**src/rtl/hrfp_pkg.sv**
```systemverilog
// ----------------------------------------------------------------------------
// hrfp_pkg
// Shared types and constants of the hex record flash word packer.
// ----------------------------------------------------------------------------
package hrfp_pkg;

    localparam logic [7:0] REC_DATA = 8'h00;
    localparam logic [7:0] REC_SEG  = 8'h02;
    localparam logic [7:0] REC_EXT  = 8'h04;

    localparam logic [7:0] IDX_BASE_HI = 8'd0;
    localparam logic [7:0] IDX_BASE_LO = 8'd1;

    localparam logic [1:0] LANE_0    = 2'd0;
    localparam logic [1:0] LANE_1    = 2'd1;
    localparam logic [1:0] LANE_2    = 2'd2;
    localparam logic [1:0] LANE_FULL = 2'd3;

    localparam logic [23:0] FILL_LANE_0 = 24'hFF_FFFF;
    localparam logic [23:0] FILL_LANE_1 = 24'h00_FFFF;
    localparam logic [23:0] FILL_LANE_2 = 24'h00_00FF;

    localparam int QUEUE_DEPTH = 4;
    localparam int QPTR_W      = $clog2(QUEUE_DEPTH);
    localparam int QCNT_W      = $clog2(QUEUE_DEPTH + 1);

    typedef struct packed {
        logic [31:0] base;
        logic [15:0] offset;
        logic [7:0]  index;
        logic [7:0]  value;
        logic        last;
    } cmd_t;

endpackage

```
**src/rtl/hrfp_front.sv**
```systemverilog
// ----------------------------------------------------------------------------
// hrfp_front
// Accepts record bytes, loads the segment and extended bases and forwards
// data bytes with the current base sum as commands.
// ----------------------------------------------------------------------------
module hrfp_front import hrfp_pkg::*; (
    input  logic        aclk,
    input  logic        aresetn,
    input  logic        in_accept,
    input  logic [7:0]  rec_type,
    input  logic [15:0] rec_offset,
    input  logic [7:0]  byte_index,
    input  logic [7:0]  byte_value,
    input  logic        last_in_record,
    output logic        push,
    output cmd_t        push_cmd
);

    logic [15:0] ext_reg, ext_next;
    logic [15:0] seg_reg, seg_next;
    logic [7:0]  pend_reg, pend_next;
    logic [31:0] base_reg, base_next;
    logic        is_base;

    assign is_base = (rec_type == REC_SEG) || (rec_type == REC_EXT);

    always_comb begin
        ext_next  = ext_reg;
        seg_next  = seg_reg;
        pend_next = pend_reg;
        if (in_accept && is_base) begin
            if (byte_index == IDX_BASE_HI) begin
                pend_next = byte_value;
            end else if (byte_index == IDX_BASE_LO) begin
                if (rec_type == REC_EXT) begin
                    ext_next = {pend_reg, byte_value};
                end else begin
                    seg_next = {pend_reg, byte_value};
                end
            end
        end
        base_next = {ext_next, 16'h0000} + {12'h000, seg_next, 4'h0};
    end

    always_ff @(posedge aclk) begin
        if (!aresetn) begin
            ext_reg  <= '0;
            seg_reg  <= '0;
            pend_reg <= '0;
            base_reg <= '0;
        end else begin
            ext_reg  <= ext_next;
            seg_reg  <= seg_next;
            pend_reg <= pend_next;
            base_reg <= base_next;
        end
    end

    assign push            = in_accept && (rec_type == REC_DATA);
    assign push_cmd.base   = base_reg;
    assign push_cmd.offset = rec_offset;
    assign push_cmd.index  = byte_index;
    assign push_cmd.value  = byte_value;
    assign push_cmd.last   = last_in_record;

endmodule

```
**src/rtl/hrfp_queue.sv**
```systemverilog
// ----------------------------------------------------------------------------
// hrfp_queue
// Short command queue between the front and back parts.
// ----------------------------------------------------------------------------
module hrfp_queue import hrfp_pkg::*; (
    input  logic aclk,
    input  logic aresetn,
    input  logic push,
    input  cmd_t push_cmd,
    input  logic pop,
    output logic full,
    output logic empty,
    output cmd_t head
);

    cmd_t              mem [QUEUE_DEPTH];
    logic [QPTR_W-1:0] wptr_reg;
    logic [QPTR_W-1:0] rptr_reg;
    logic [QCNT_W-1:0] cnt_reg;
    logic              do_push;
    logic              do_pop;

    assign full    = (cnt_reg == QCNT_W'(QUEUE_DEPTH));
    assign empty   = (cnt_reg == '0);
    assign do_push = push && !full;
    assign do_pop  = pop && !empty;
    assign head    = mem[rptr_reg];

    always_ff @(posedge aclk) begin
        if (do_push) begin
            mem[wptr_reg] <= push_cmd;
        end
    end

    always_ff @(posedge aclk) begin
        if (!aresetn) begin
            wptr_reg <= '0;
            rptr_reg <= '0;
            cnt_reg  <= '0;
        end else begin
            if (do_push) begin
                wptr_reg <= wptr_reg + 1'b1;
            end
            if (do_pop) begin
                rptr_reg <= rptr_reg + 1'b1;
            end
            if (do_push && !do_pop) begin
                cnt_reg <= cnt_reg + 1'b1;
            end else if (do_pop && !do_push) begin
                cnt_reg <= cnt_reg - 1'b1;
            end
        end
    end

endmodule

```
**src/rtl/hrfp_back.sv**
```systemverilog
// ----------------------------------------------------------------------------
// hrfp_back
// Packs data bytes into flash words, forms the word address and holds the
// result in the output register.
// ----------------------------------------------------------------------------
module hrfp_back import hrfp_pkg::*; (
    input  logic        aclk,
    input  logic        aresetn,
    input  logic        q_empty,
    input  cmd_t        q_head,
    output logic        q_pop,
    output logic        out_valid,
    input  logic        out_ready,
    output logic [31:0] out_address,
    output logic [31:0] out_word,
    output logic        out_padded
);

    logic [23:0] acc_reg, acc_next;
    logic        valid_reg;
    logic [31:0] addr_reg;
    logic [31:0] word_reg;
    logic        pad_reg;
    logic [31:0] addr_calc;
    logic [31:0] word_calc;
    logic [23:0] fill;
    logic        emit;
    logic        pad_calc;
    logic [1:0]  lane;

    assign lane      = q_head.index[1:0];
    assign q_pop     = !q_empty && (!valid_reg || out_ready);
    assign addr_calc = q_head.base + {16'h0000, q_head.offset}
                     + {24'h000000, q_head.index[7:2], 2'b00};

    always_comb begin
        acc_next  = acc_reg;
        fill      = '0;
        emit      = q_head.last;
        pad_calc  = 1'b1;
        case (lane)
            LANE_0: begin
                acc_next = {q_head.value, 16'h0000};
                fill     = FILL_LANE_0;
            end
            LANE_1: begin
                acc_next = {acc_reg[23:16], q_head.value, 8'h00};
                fill     = FILL_LANE_1;
            end
            LANE_2: begin
                acc_next = {acc_reg[23:8], q_head.value};
                fill     = FILL_LANE_2;
            end
            default: begin
                emit     = 1'b1;
                pad_calc = 1'b0;
            end
        endcase
        if (lane == LANE_FULL) begin
            word_calc = {acc_reg, q_head.value};
        end else begin
            word_calc = {acc_next, 8'h00} | {8'h00, fill};
        end
    end

    always_ff @(posedge aclk) begin
        if (!aresetn) begin
            acc_reg   <= '0;
            valid_reg <= 1'b0;
        end else begin
            if (q_pop) begin
                acc_reg   <= acc_next;
                valid_reg <= emit;
            end else if (out_ready) begin
                valid_reg <= 1'b0;
            end
        end
    end

    always_ff @(posedge aclk) begin
        if (q_pop && emit) begin
            addr_reg <= addr_calc;
            word_reg <= word_calc;
            pad_reg  <= pad_calc;
        end
    end

    assign out_valid   = valid_reg;
    assign out_address = addr_reg;
    assign out_word    = word_reg;
    assign out_padded  = pad_reg;

endmodule

```
**src/rtl/hex_record_flash_word_packer_unit.sv**
```systemverilog
// ----------------------------------------------------------------------------
// hex_record_flash_word_packer_unit
// Packs parsed hex record data bytes into addressed 32-bit flash words.
// ----------------------------------------------------------------------------
// Input stream: one record byte per transfer. s_tuser carries the record
// type, s_tlast marks the record's last data byte, s_tdata the offset, the
// byte index and the byte. Segment and extended base records are absorbed
// by the front part at once; data bytes enter a four-entry command queue.
// Output stream: one transfer per completed or padded word, m_tdata holding
// the byte address and the word, m_tuser[0] set when low bytes were padded.
// Throughput: one byte per cycle, sustained while m_tready stays high. A
// word appears on m_tvalid once the byte that completes it has passed the
// queue and the output register of the packing stage.
// When m_tready is low the output register holds its word; the queue then
// takes up to four more data bytes before s_tready drops.
// Reset (aresetn low, synchronous) clears both bases, the pending base byte,
// the packing accumulator and the queue.
// ----------------------------------------------------------------------------
module hex_record_flash_word_packer_unit import hrfp_pkg::*; (
    input  logic        aclk,
    input  logic        aresetn,
    input  logic        s_tvalid,
    output logic        s_tready,
    input  logic [31:0] s_tdata,   // rec_offset[15:0], byte_index[23:16], byte_value[31:24]
    input  logic [7:0]  s_tuser,   // rec_type[7:0]
    input  logic        s_tlast,
    output logic        m_tvalid,
    input  logic        m_tready,
    output logic [63:0] m_tdata,   // flash_address[31:0], flash_word[63:32]
    output logic [7:0]  m_tuser    // padded[0], zero[7:1]
);

    logic        in_accept;
    logic        push;
    cmd_t        push_cmd;
    logic        pop;
    logic        q_full;
    logic        q_empty;
    cmd_t        q_head;
    logic [31:0] out_address;
    logic [31:0] out_word;
    logic        out_padded;

    assign s_tready  = !q_full;
    assign in_accept = s_tvalid && s_tready;

    hrfp_front u_front (
        .aclk           (aclk),
        .aresetn        (aresetn),
        .in_accept      (in_accept),
        .rec_type       (s_tuser),
        .rec_offset     (s_tdata[15:0]),
        .byte_index     (s_tdata[23:16]),
        .byte_value     (s_tdata[31:24]),
        .last_in_record (s_tlast),
        .push           (push),
        .push_cmd       (push_cmd)
    );

    hrfp_queue u_queue (
        .aclk     (aclk),
        .aresetn  (aresetn),
        .push     (push),
        .push_cmd (push_cmd),
        .pop      (pop),
        .full     (q_full),
        .empty    (q_empty),
        .head     (q_head)
    );

    hrfp_back u_back (
        .aclk        (aclk),
        .aresetn     (aresetn),
        .q_empty     (q_empty),
        .q_head      (q_head),
        .q_pop       (pop),
        .out_valid   (m_tvalid),
        .out_ready   (m_tready),
        .out_address (out_address),
        .out_word    (out_word),
        .out_padded  (out_padded)
    );

    assign m_tdata = {out_word, out_address};
    assign m_tuser = {7'b0000000, out_padded};

endmodule
```
**config.mk**
```make
export PLATFORM = sky130hd
export DESIGN_NAME = hex_record_flash_word_packer_unit
export DESIGN_NICKNAME = d
export VERILOG_FILES = /design/src/rtl/hrfp_pkg.sv /design/src/rtl/hrfp_front.sv /design/src/rtl/hrfp_queue.sv /design/src/rtl/hrfp_back.sv /design/src/rtl/hex_record_flash_word_packer_unit.sv
export SDC_FILE = /design/constraint.sdc
export NUM_CORES = 1
export LEC_CHECK = 0
export ABC_AREA = 0
export BUFFER_PORTS_ARGS = -buffer_cell sky130_fd_sc_hd__buf_2
export CAP_MARGIN = 30
export CORE_ASPECT_RATIO = 2
export CORE_MARGIN = 1
export CORE_UTILIZATION = 25
export CTS_CLUSTER_SIZE = 30
export DETAILED_ROUTE_END_ITERATION = 10
export GPL_TIMING_DRIVEN = 1
export PLACE_DENSITY = 0.37
export RECOVER_POWER = 25
export SYNTH_ARGS = -nofsm -noshare
export SYNTH_HDL_FRONTEND = slang
export SYNTH_SLANG_ARGS = --single-unit
```
**constraint.sdc**
```tcl
create_clock -name aclk -period 4.5 [get_ports aclk]
set_input_delay 0.9 -clock aclk [delete_from_list [all_inputs] [get_ports aclk]]
set_output_delay 0.9 -clock aclk [all_outputs]
set_load 0.01 [all_outputs]
```
Word-level counts from Yosys, hierarchy flattened
Memories as Yosys holds them, arrays and structs flattened. A register that Yosys moved wholly into a read port is not among the register bits.
Cells that the tools add are included.
{ "totals": {"ff_bits": 169, "ramBits": 260, "in_bits": 45, "out_inout_bits": 74, "elab_cells": 73, "mem_count": 1} }
{ "classes": {"add_sub_neg": 7, "n_eq_ne": 7, "muxes": 21, "bitwise": 1, "n_reduce_logical": 24} }
{ "memory_table": {"columns": ["name", "depth", "width", "rd", "rd_ports_with_merged_regs", "write_ports", "line_no", "source"], "rows": [
  ["u_queue.mem", 4, 65, 1, 1, 1, "hrfp_queue.sv:16", "cmd_t mem [QUEUE_DEPTH];"]
]} }
{ "op_table": {"columns": ["op", "count"], "rows": [
  ["24-bit one-hot mux with 3 select lines", 2],
  ["16-bit two-way mux", 8],
  ["32-bit by 16-bit adder with 32-bit output", 1],
  ["32-bit by 20-bit adder with 32-bit output", 1],
  ["32-bit by 8-bit adder with 32-bit output", 1],
  ["32-bit two-way mux", 1],
  ["32-bit by 24-bit bitwise OR with 32-bit output", 1],
  ["8-bit logical NOT", 2],
  ["1-bit logical AND", 9],
  ["8-bit by 1-bit equality test with 1-bit output (second input constant)", 1],
  ["8-bit by 2-bit equality test with 1-bit output (second input constant)", 1],
  ["8-bit by 3-bit equality test with 1-bit output (second input constant)", 1],
  ["1-bit two-way mux", 6],
  ["3-bit two-way mux", 2],
  ["1-bit logical NOT", 5],
  ["2-bit by 1-bit adder with 2-bit output (second input constant)", 2],
  ["2-bit equality test (second input constant)", 2],
  ["2-bit two-way mux", 2],
  ["2-bit nonzero test", 2],
  ["3-bit by 1-bit adder with 3-bit output (second input constant)", 1],
  ["3-bit equality test (second input constant)", 1],
  ["3-bit logical NOT", 1],
  ["3-bit OR reduction", 1],
  ["3-bit by 1-bit subtractor with 3-bit output (second input constant)", 1],
  ["other kinds (4)", 5]
]} }

Depth between registers and ports, before layout
Gate-level depths: netlist (run 1).
{ "logic_depth": {"ltp_word": 9, "depth_mapped": 16} }

Cells and area by module
A second synthesis (run 1) with hierarchy kept.
{ "unflattened": {"cells_unflattened": 1172, "hier_area_um2": 17782.1} }
{ "modules_own_cells": {"columns": ["mod", "n_inst", "cells_per_inst", "area_each_um2"], "rows": [
  ["hrfp_queue", 1, 387, 9907.0],
  ["hrfp_back", 1, 425, 4780.8],
  ["hrfp_front", 1, 349, 3020.4],
  ["hex_record_flash_word_packer_unit", 1, 11, 73.8]
]} }

Least setup slack after synthesis (run 1)
OpenSTA, ideal clock, no wires.
{ "synth_timing": {"path_type": "reg-to-reg", "from": "register (tool-made name)", "to": "register u_back.addr_reg[31] (netlist: u_back.out_address[31]), data pin", "arrival_time_ns": 4.177, "required_time_ns": 4.237, "slack_ns": 0.059, "stages_incl_launch_ff": 17, "n_path_buf": 5, "path_cell_list": "dfxtp_1 > buf_4 > buf_6 > buf_4 > buf_4 > buf_2 > mux4_2 > inv_1 > fa_1 > inv_1 > ha_1 > a211o_1 > a21oi_2 > a32oi_2 > a311oi_2 > nor3_1 > xor2_1"} }
{ "synth_rtl": {"columns": ["item", "line_no", "source"], "rows": [
  ["end signal: assignment", "hrfp_back.sv:82", "addr_reg <= addr_calc;"],
  ["end: declaration", "hrfp_back.sv:21", "logic [31:0] addr_reg;"]
]} }

==> results.toml, run 1 <==
[routing]
drt.antenna.violating_nets = 0
wl_per_cell_um = 20.9
vias = 9025
first_iter_violations = 451
drcViolationCount = 0
vias_per_cell = 4.49
drt_pass1_iterations = 5
routed_wl_um = 42000

[place]
place_inst = 1936
dp_hpwl_um = 28800
postPlaceCellArea_sq_um = 17900
io_buffers = 111
gp_congestion = 0.725
pre_cts_ws_ns = 0.200

[clock_tree]
post_cts_buffers = 0
clk_path_buf_depth = 3
postCtsHoldBufs = 0
cts_tree = "done"
cts_resized = 0
cts.htree.levels = 2
clk_pin_slew_ns = 0.06
cts_root_buffer = "clkbuf_16"
cts_made_buffers = 41
clock_latency_ns = 0.57
clock-sinks = 399

[synthesis]
synth_compound_area_share_pct = 4.41
synth_top_area_share_pct = 57.2
synth_area_leaders = "edfxtp_1 57%, dfxtp_1 11%, mux4_2 8.3%"
synth_warnings = 0
synthXorXnorAreaFrac_pct = 2.21
yosys_register_bits = 399
yosysMostFrequentCell = "edfxtp_1"
synth-simple-area-share_pct = 8.36
syn_inst = 1031
synth-edff-count = 309
yosys-mux-area-fraction_pct = 11.0
synth.largest_area_cell = "edfxtp_1"
yosys-top-cells-count = "309 x edfxtp_1, 105 x nand2_1, 90 x dfxtp_1, 60 x mux4_2, 53 x nor2_1"
async_flop_share_pct = 0
synth_cell_types = 72
synth_area_per_cell_sq_um = 15.7
synth-seq-area-share_pct = 68.3
synth_top_family_by_area = "multiplexers"
synth_area_sq_um = 16200
yosys_most_used_dff = "edfxtp_1"
synth_fa_ha_area_share_pct = 3.41

[critical_path]
path_max_fanout = 13
ff2ff_setup_slack_ns = 0.38
reg2reg_depth = 12
crit_arrival_ns = 4.41
path_class = "reg -> reg"
cp-end-kind = "flip-flop"
cp-endpoint = "u_back.out_address[31]$_DFFE_PP_"
reg2reg_to = "u_back.out_address[31]$_DFFE_PP_"
critPathRequiredTime_ns = 4.80
cp-start-kind = "flip-flop"

[pwr]
p_total_mw = 10.7
peakVddDrop_v = 0.000298
leakagePower_nw = 6.95
power_density_nw_per_um2 = 556

[timing]
holdWs_ns = 0.453
rsz0062_at_grt = "false"
period_share_pct = 91.5
worst_slack_ns = 0.383
hold_viol = 0
fin_worst_skew_ns = 0.0310
finalSetupTns_ns = 0
maxSlewViolCount = 0
setup_viol = 0
layout_min_cycle_time_ns = 4.12
tightest_slew_ns = 0.715
fmax_mhz = 243
timing.slew.headroom_pct = 52.1

[die]
initial_core_util_pct = 25.4
die_w_um = 182
row_count = 131
coreArea_sq_um = 63900
die_h_um = 362
ioPinCount = 119
die_area_sq_um = 66000

[worst_hold_path]
worst_hold_path_type = "reg -> reg"

[cells_and_area]
fin_area_sq_um = 19200
nets = 1266
area_growth_pct = 18.6
fin_util_pct = 30.1
fin_cells = 2011
largest_reg_flops = 244
insertedDiodeCount = 0
regMostFlops = "u_queue.mem"
drive_above_1_share_pct = 23.6

[global_routing]
grt_pass1_wl_um = 62800
track_usage_pct = 13.0
grt.overflow.total = 0
first_global_vias = 9709
antenna_found_initial = 1
grt_max_degree = 39

[run]
drv_cap = 0

[outcome]
status = "completed"
## layer usage
| layer | up-vias | routed length (um) | GRT usage (%) | part of all wire, % |
|---|---|---|---|---|
| met5 | - | 12 | 0 | 0.029 |
| met4 | 2 | 993 | 4.61 | 2.4 |
| met3 | 57 | 1630 | 2.01 | 3.9 |
| met2 | 180 | 23500 | 25.3 | 56 |
| met1 | 4607 | 15900 | 14.0 | 38 |
| li1 | 4179 | - | - | - |
## cell type report
class                   instances  area (sq um)
clock inverters                24           288
flip-flops and latches        399         11100
fillers                      6438         44700
repair buffers                146           867
inverters                      30           113
clock buffers                  51          1060
well taps                     798           998
multi-input cells             563          4820
## cell usage in the layout (no fill, tap or decap), types with 7 or more instances in the layout
cell type	synthesis	layout
xor2_1	15	15
clkbuf_16	0	41
clkbuf_1	16	31
nor3_1	11	11
nand2_1	105	105
fa_1	7	7
o22a_1	8	8
mux4_2	60	60
and2_1	16	12
nor2_1	53	53
dfxtp_1	90	88
mux2i_1	26	26
a21oi_1	52	52
ha_1	33	33
nand2b_1	11	11
a21o_1	7	7
buf_4	13	29
xnor2_1	26	26
edfxtp_1	309	309
buf_2	11	90
a22oi_1	8	8
o21ai_0	7	7
conb_1	1	7
nand4_1	8	8
mux2_2	10	10
clkinv_1	0	8
nand3_1	17	17
inv_1	29	29
## cells by family (layout without fill, tap and decap cells)
| logic type | count (synthesis) | after routing |
|---|---|---|
| xor gates and xnor gates | 41 | 41 |
| DFF | 399 | 399 |
| AOI/OAI and AO/OA | 111 | 111 |
| buffers and inverters | 75 | 251 |
| and+or+nand+nor | 263 | 263 |
| adders and majority gates | 40 | 40 |
| other | 1 | 7 |
| muxes | 101 | 101 |
## worst min path at each step
stage                                 endpoint                             from  slack [ns]  cells after the start
6_report       u_back.acc_reg[20]$_SDFFE_PN0P_  u_back.acc_reg[20]$_SDFFE_PN0P_        0.45                      2
4_1_cts        u_back.acc_reg[17]$_SDFFE_PN0P_  u_back.acc_reg[17]$_SDFFE_PN0P_        0.46                      2
5_1_grt          u_front.ext_reg[3]$_SDFF_PN0_    u_front.ext_reg[3]$_SDFF_PN0_        0.47                      2
3_3_place_gp   u_back.acc_reg[20]$_SDFFE_PN0P_  u_back.acc_reg[20]$_SDFFE_PN0P_        0.44                      2
2_1_floorplan  u_back.acc_reg[10]$_SDFFE_PN0P_  u_back.acc_reg[10]$_SDFFE_PN0P_        0.43                      2
3_5_place_dp   u_back.acc_reg[17]$_SDFFE_PN0P_  u_back.acc_reg[17]$_SDFFE_PN0P_        0.45                      2
## critical path, stage by stage, from the launching register on
cell      delay [ns]
dfxtp_4         0.46
buf_12          0.20
mux4_2          0.51
ha_1            0.31
ha_1            0.25
fa_1            0.42
a21oi_1         0.29
or3b_1          0.26
a32oi_2         0.19
a311oi_2        0.40
buf_4           0.27
nor3_1          0.09
xor2_1          0.17
## power breakdown
part	total [mW]	internal, mW	switching, mW
Combinational	2.52	1.01	1.51
Sequential	4.67	4.49	0.177
Clock	3.50	2.04	1.46
Note: power is estimated with default switching activity, not from simulation.
==> run 2, diff against run 1 <==
--- a/config.mk
+++ b/config.mk
@@ -6,15 +6,16 @@
 export NUM_CORES = 1
 export LEC_CHECK = 0
 export ABC_AREA = 0
-export BUFFER_PORTS_ARGS = -buffer_cell sky130_fd_sc_hd__buf_2
 export CAP_MARGIN = 30
 export CORE_ASPECT_RATIO = 2
 export CORE_MARGIN = 1
 export CORE_UTILIZATION = 25
+export CTS_BUF_LIST = sky130_fd_sc_hd__clkbuf_4 sky130_fd_sc_hd__clkbuf_8
 export CTS_CLUSTER_SIZE = 30
 export DETAILED_ROUTE_END_ITERATION = 10
+export DONT_BUFFER_PORTS = 1
 export GPL_TIMING_DRIVEN = 1
-export PLACE_DENSITY = 0.37
+export PLACE_DENSITY = 0.36
 export RECOVER_POWER = 25
 export SYNTH_ARGS = -nofsm -noshare
 export SYNTH_HDL_FRONTEND = slang
==> run 2 against run 1 <==
Effect of this change:
- wire length grew 0.34%
- hold slack lost 0.13 ns
- worst setup slack lost 0.0073 ns
- count of clock-buffer cells in the layout grew 22
- non-clock buffer count shrank 118
- critical path type unchanged
- largest power group unchanged
- highest routed layer is now met4
==> results.toml, run 2 (synthesis gave the netlist of run 1 again) <==
[outcome]
status = "completed"

[global_routing]
grt_max_degree = 52
track_usage_pct = 13.1
grt.overflow.total = 0
first_global_vias = 9433
antenna_found_initial = 1
grt_pass1_wl_um = 62700

[timing]
tightest_slew_ns = 0.948
fin_worst_skew_ns = 0.0506
layout_min_cycle_time_ns = 4.12
hold_viol = 0
period_share_pct = 91.6
setup_viol = 0
worst_slack_ns = 0.376
fmax_mhz = 242
maxSlewViolCount = 0
rsz0062_at_grt = "false"
finalSetupTns_ns = 0
timing.slew.headroom_pct = 36.7

[routing]
drt.antenna.violating_nets = 0
routed_wl_um = 42200
vias = 8601
first_iter_violations = 328
drt_pass1_iterations = 6
wl_per_cell_um = 21.8
drcViolationCount = 0
vias_per_cell = 4.45

[clock_tree]
clock_latency_ns = 0.67
postCtsHoldBufs = 0
post_cts_buffers = 0
clock-sinks = 399
cts_tree = "done"
cts_made_buffers = 60
clk_path_buf_depth = 3
cts_root_buffer = "clkbuf_8"
clk_pin_slew_ns = 0.07
cts_resized = 0
cts.htree.levels = 2

[pwr]
power_switching_mw = 3.12
power_density_nw_per_um2 = 547
clkPwrFrac_pct = 32.0
power.share.sequential_pct = 48.0
switching_share_pct = 30.7
peakVddDrop_v = 0.000282
leakagePower_nw = 6.59
internal_power_mw = 7.05
comb_power_share_pct = 20.1

[critical_path]
crit_arrival_ns = 4.50
path_max_fanout = 19
critPathRequiredTime_ns = 4.87
cp-end-kind = "flip-flop"
path_class = "reg -> reg"
cp-start-kind = "flip-flop"

[place]
dp_hpwl_um = 28100
pre_cts_ws_ns = 0.297
gp_congestion = 0.756
io_buffers = 0
place_inst = 1818

[cells_and_area]
regMostFlops = "u_queue.mem"
drive_above_1_share_pct = 20.7
fin_util_pct = 29.1
area_growth_pct = 14.7
largest_reg_flops = 244
final_cell_mix = "309 x edfxtp_1, 105 x nand2_1, 88 x dfxtp_1, 67 x clkbuf_8, 60 x mux4_2"
nets = 1167
fin_cells = 1933
layout_commonest_cell = "edfxtp_1"

[die]
row_count = 131
die_h_um = 362
coreArea_sq_um = 63900
die_w_um = 182
die_area_sq_um = 66000
initial_core_util_pct = 25.4
ioPinCount = 119

[worst_hold_path]
worst_hold_path_type = "in -> reg"

[run]
drv_cap = 0
## run 2: metrics by stage
stage	total power [mW]	instance area [sq um]	hold slack, ns
floorplan	6.34	16200	0.432
global placement	7.09	17300	0.439
detailed placement	7.09	17300	0.447
CTS	10.4	18600	0.254
global route	10.7	18600	0.268
finish	10.2	18600	0.325
## run 2: path summary, 6_finish.rpt
kind                                                 startpoint                               end  slack [ns]  cells after the start
worst max register to register                        flip-flop  u_back.out_address[25]$_DFFE_PP_        0.38                     11
worst min-delay path                                s_tdata[28]       u_queue.mem[2][5]$_DFFE_PP_        0.33                      0
worst max-delay path                                  flip-flop  u_back.out_address[25]$_DFFE_PP_        0.38                     11
worst min register to register  u_back.acc_reg[19]$_SDFFE_PN0P_   u_back.acc_reg[19]$_SDFFE_PN0P_        0.45                      2
## run 2: per-layer routing
metal | part of all wire (%) | global-route usage (%) | vias to the layer above
met5 | 0 | 0 | -
met4 | 2.9 | 4.94 | 0
met3 | 5.1 | 3.08 | 72
met2 | 56 | 25.4 | 169
met1 | 36 | 13.2 | 4364
li1 | - | - | 3996
## run 2: power by group through the flow
stage          Clock [mW]  Sequential (mW)  Combinational, mW
6_report             3.25             4.88               2.04
4_1_cts              3.39             4.90               2.13
5_1_grt              3.53             4.93               2.29
2_1_floorplan           0             4.85               1.49
3_5_place_dp            0             4.97               2.12
3_3_place_gp            0             4.98               2.11
## run 2: cell type report
cell class | count | area [sq um]
Clock buffer | 73 | 967
Multi-Input combinational cell | 563 | 4820
Inverter | 30 | 113
Tap cell | 798 | 998
Antenna cell | 1 | 2.50
Sequential cell | 399 | 11100
Clock inverter | 41 | 335
Timing Repair Buffer | 28 | 285
Fill cell | 6409 | 45300
## run 2: critical path, cell delays in order, from the launching register on
cell	delay, ns
dfxtp_4	0.38
buf_12	0.21
mux4_2	0.54
fa_1	0.53
ha_1	0.37
a21oi_1	0.11
or3b_1	0.51
a32oi_2	0.36
a311oi_2	0.17
buf_4	0.22
nor4b_2	0.31
xor2_1	0.10
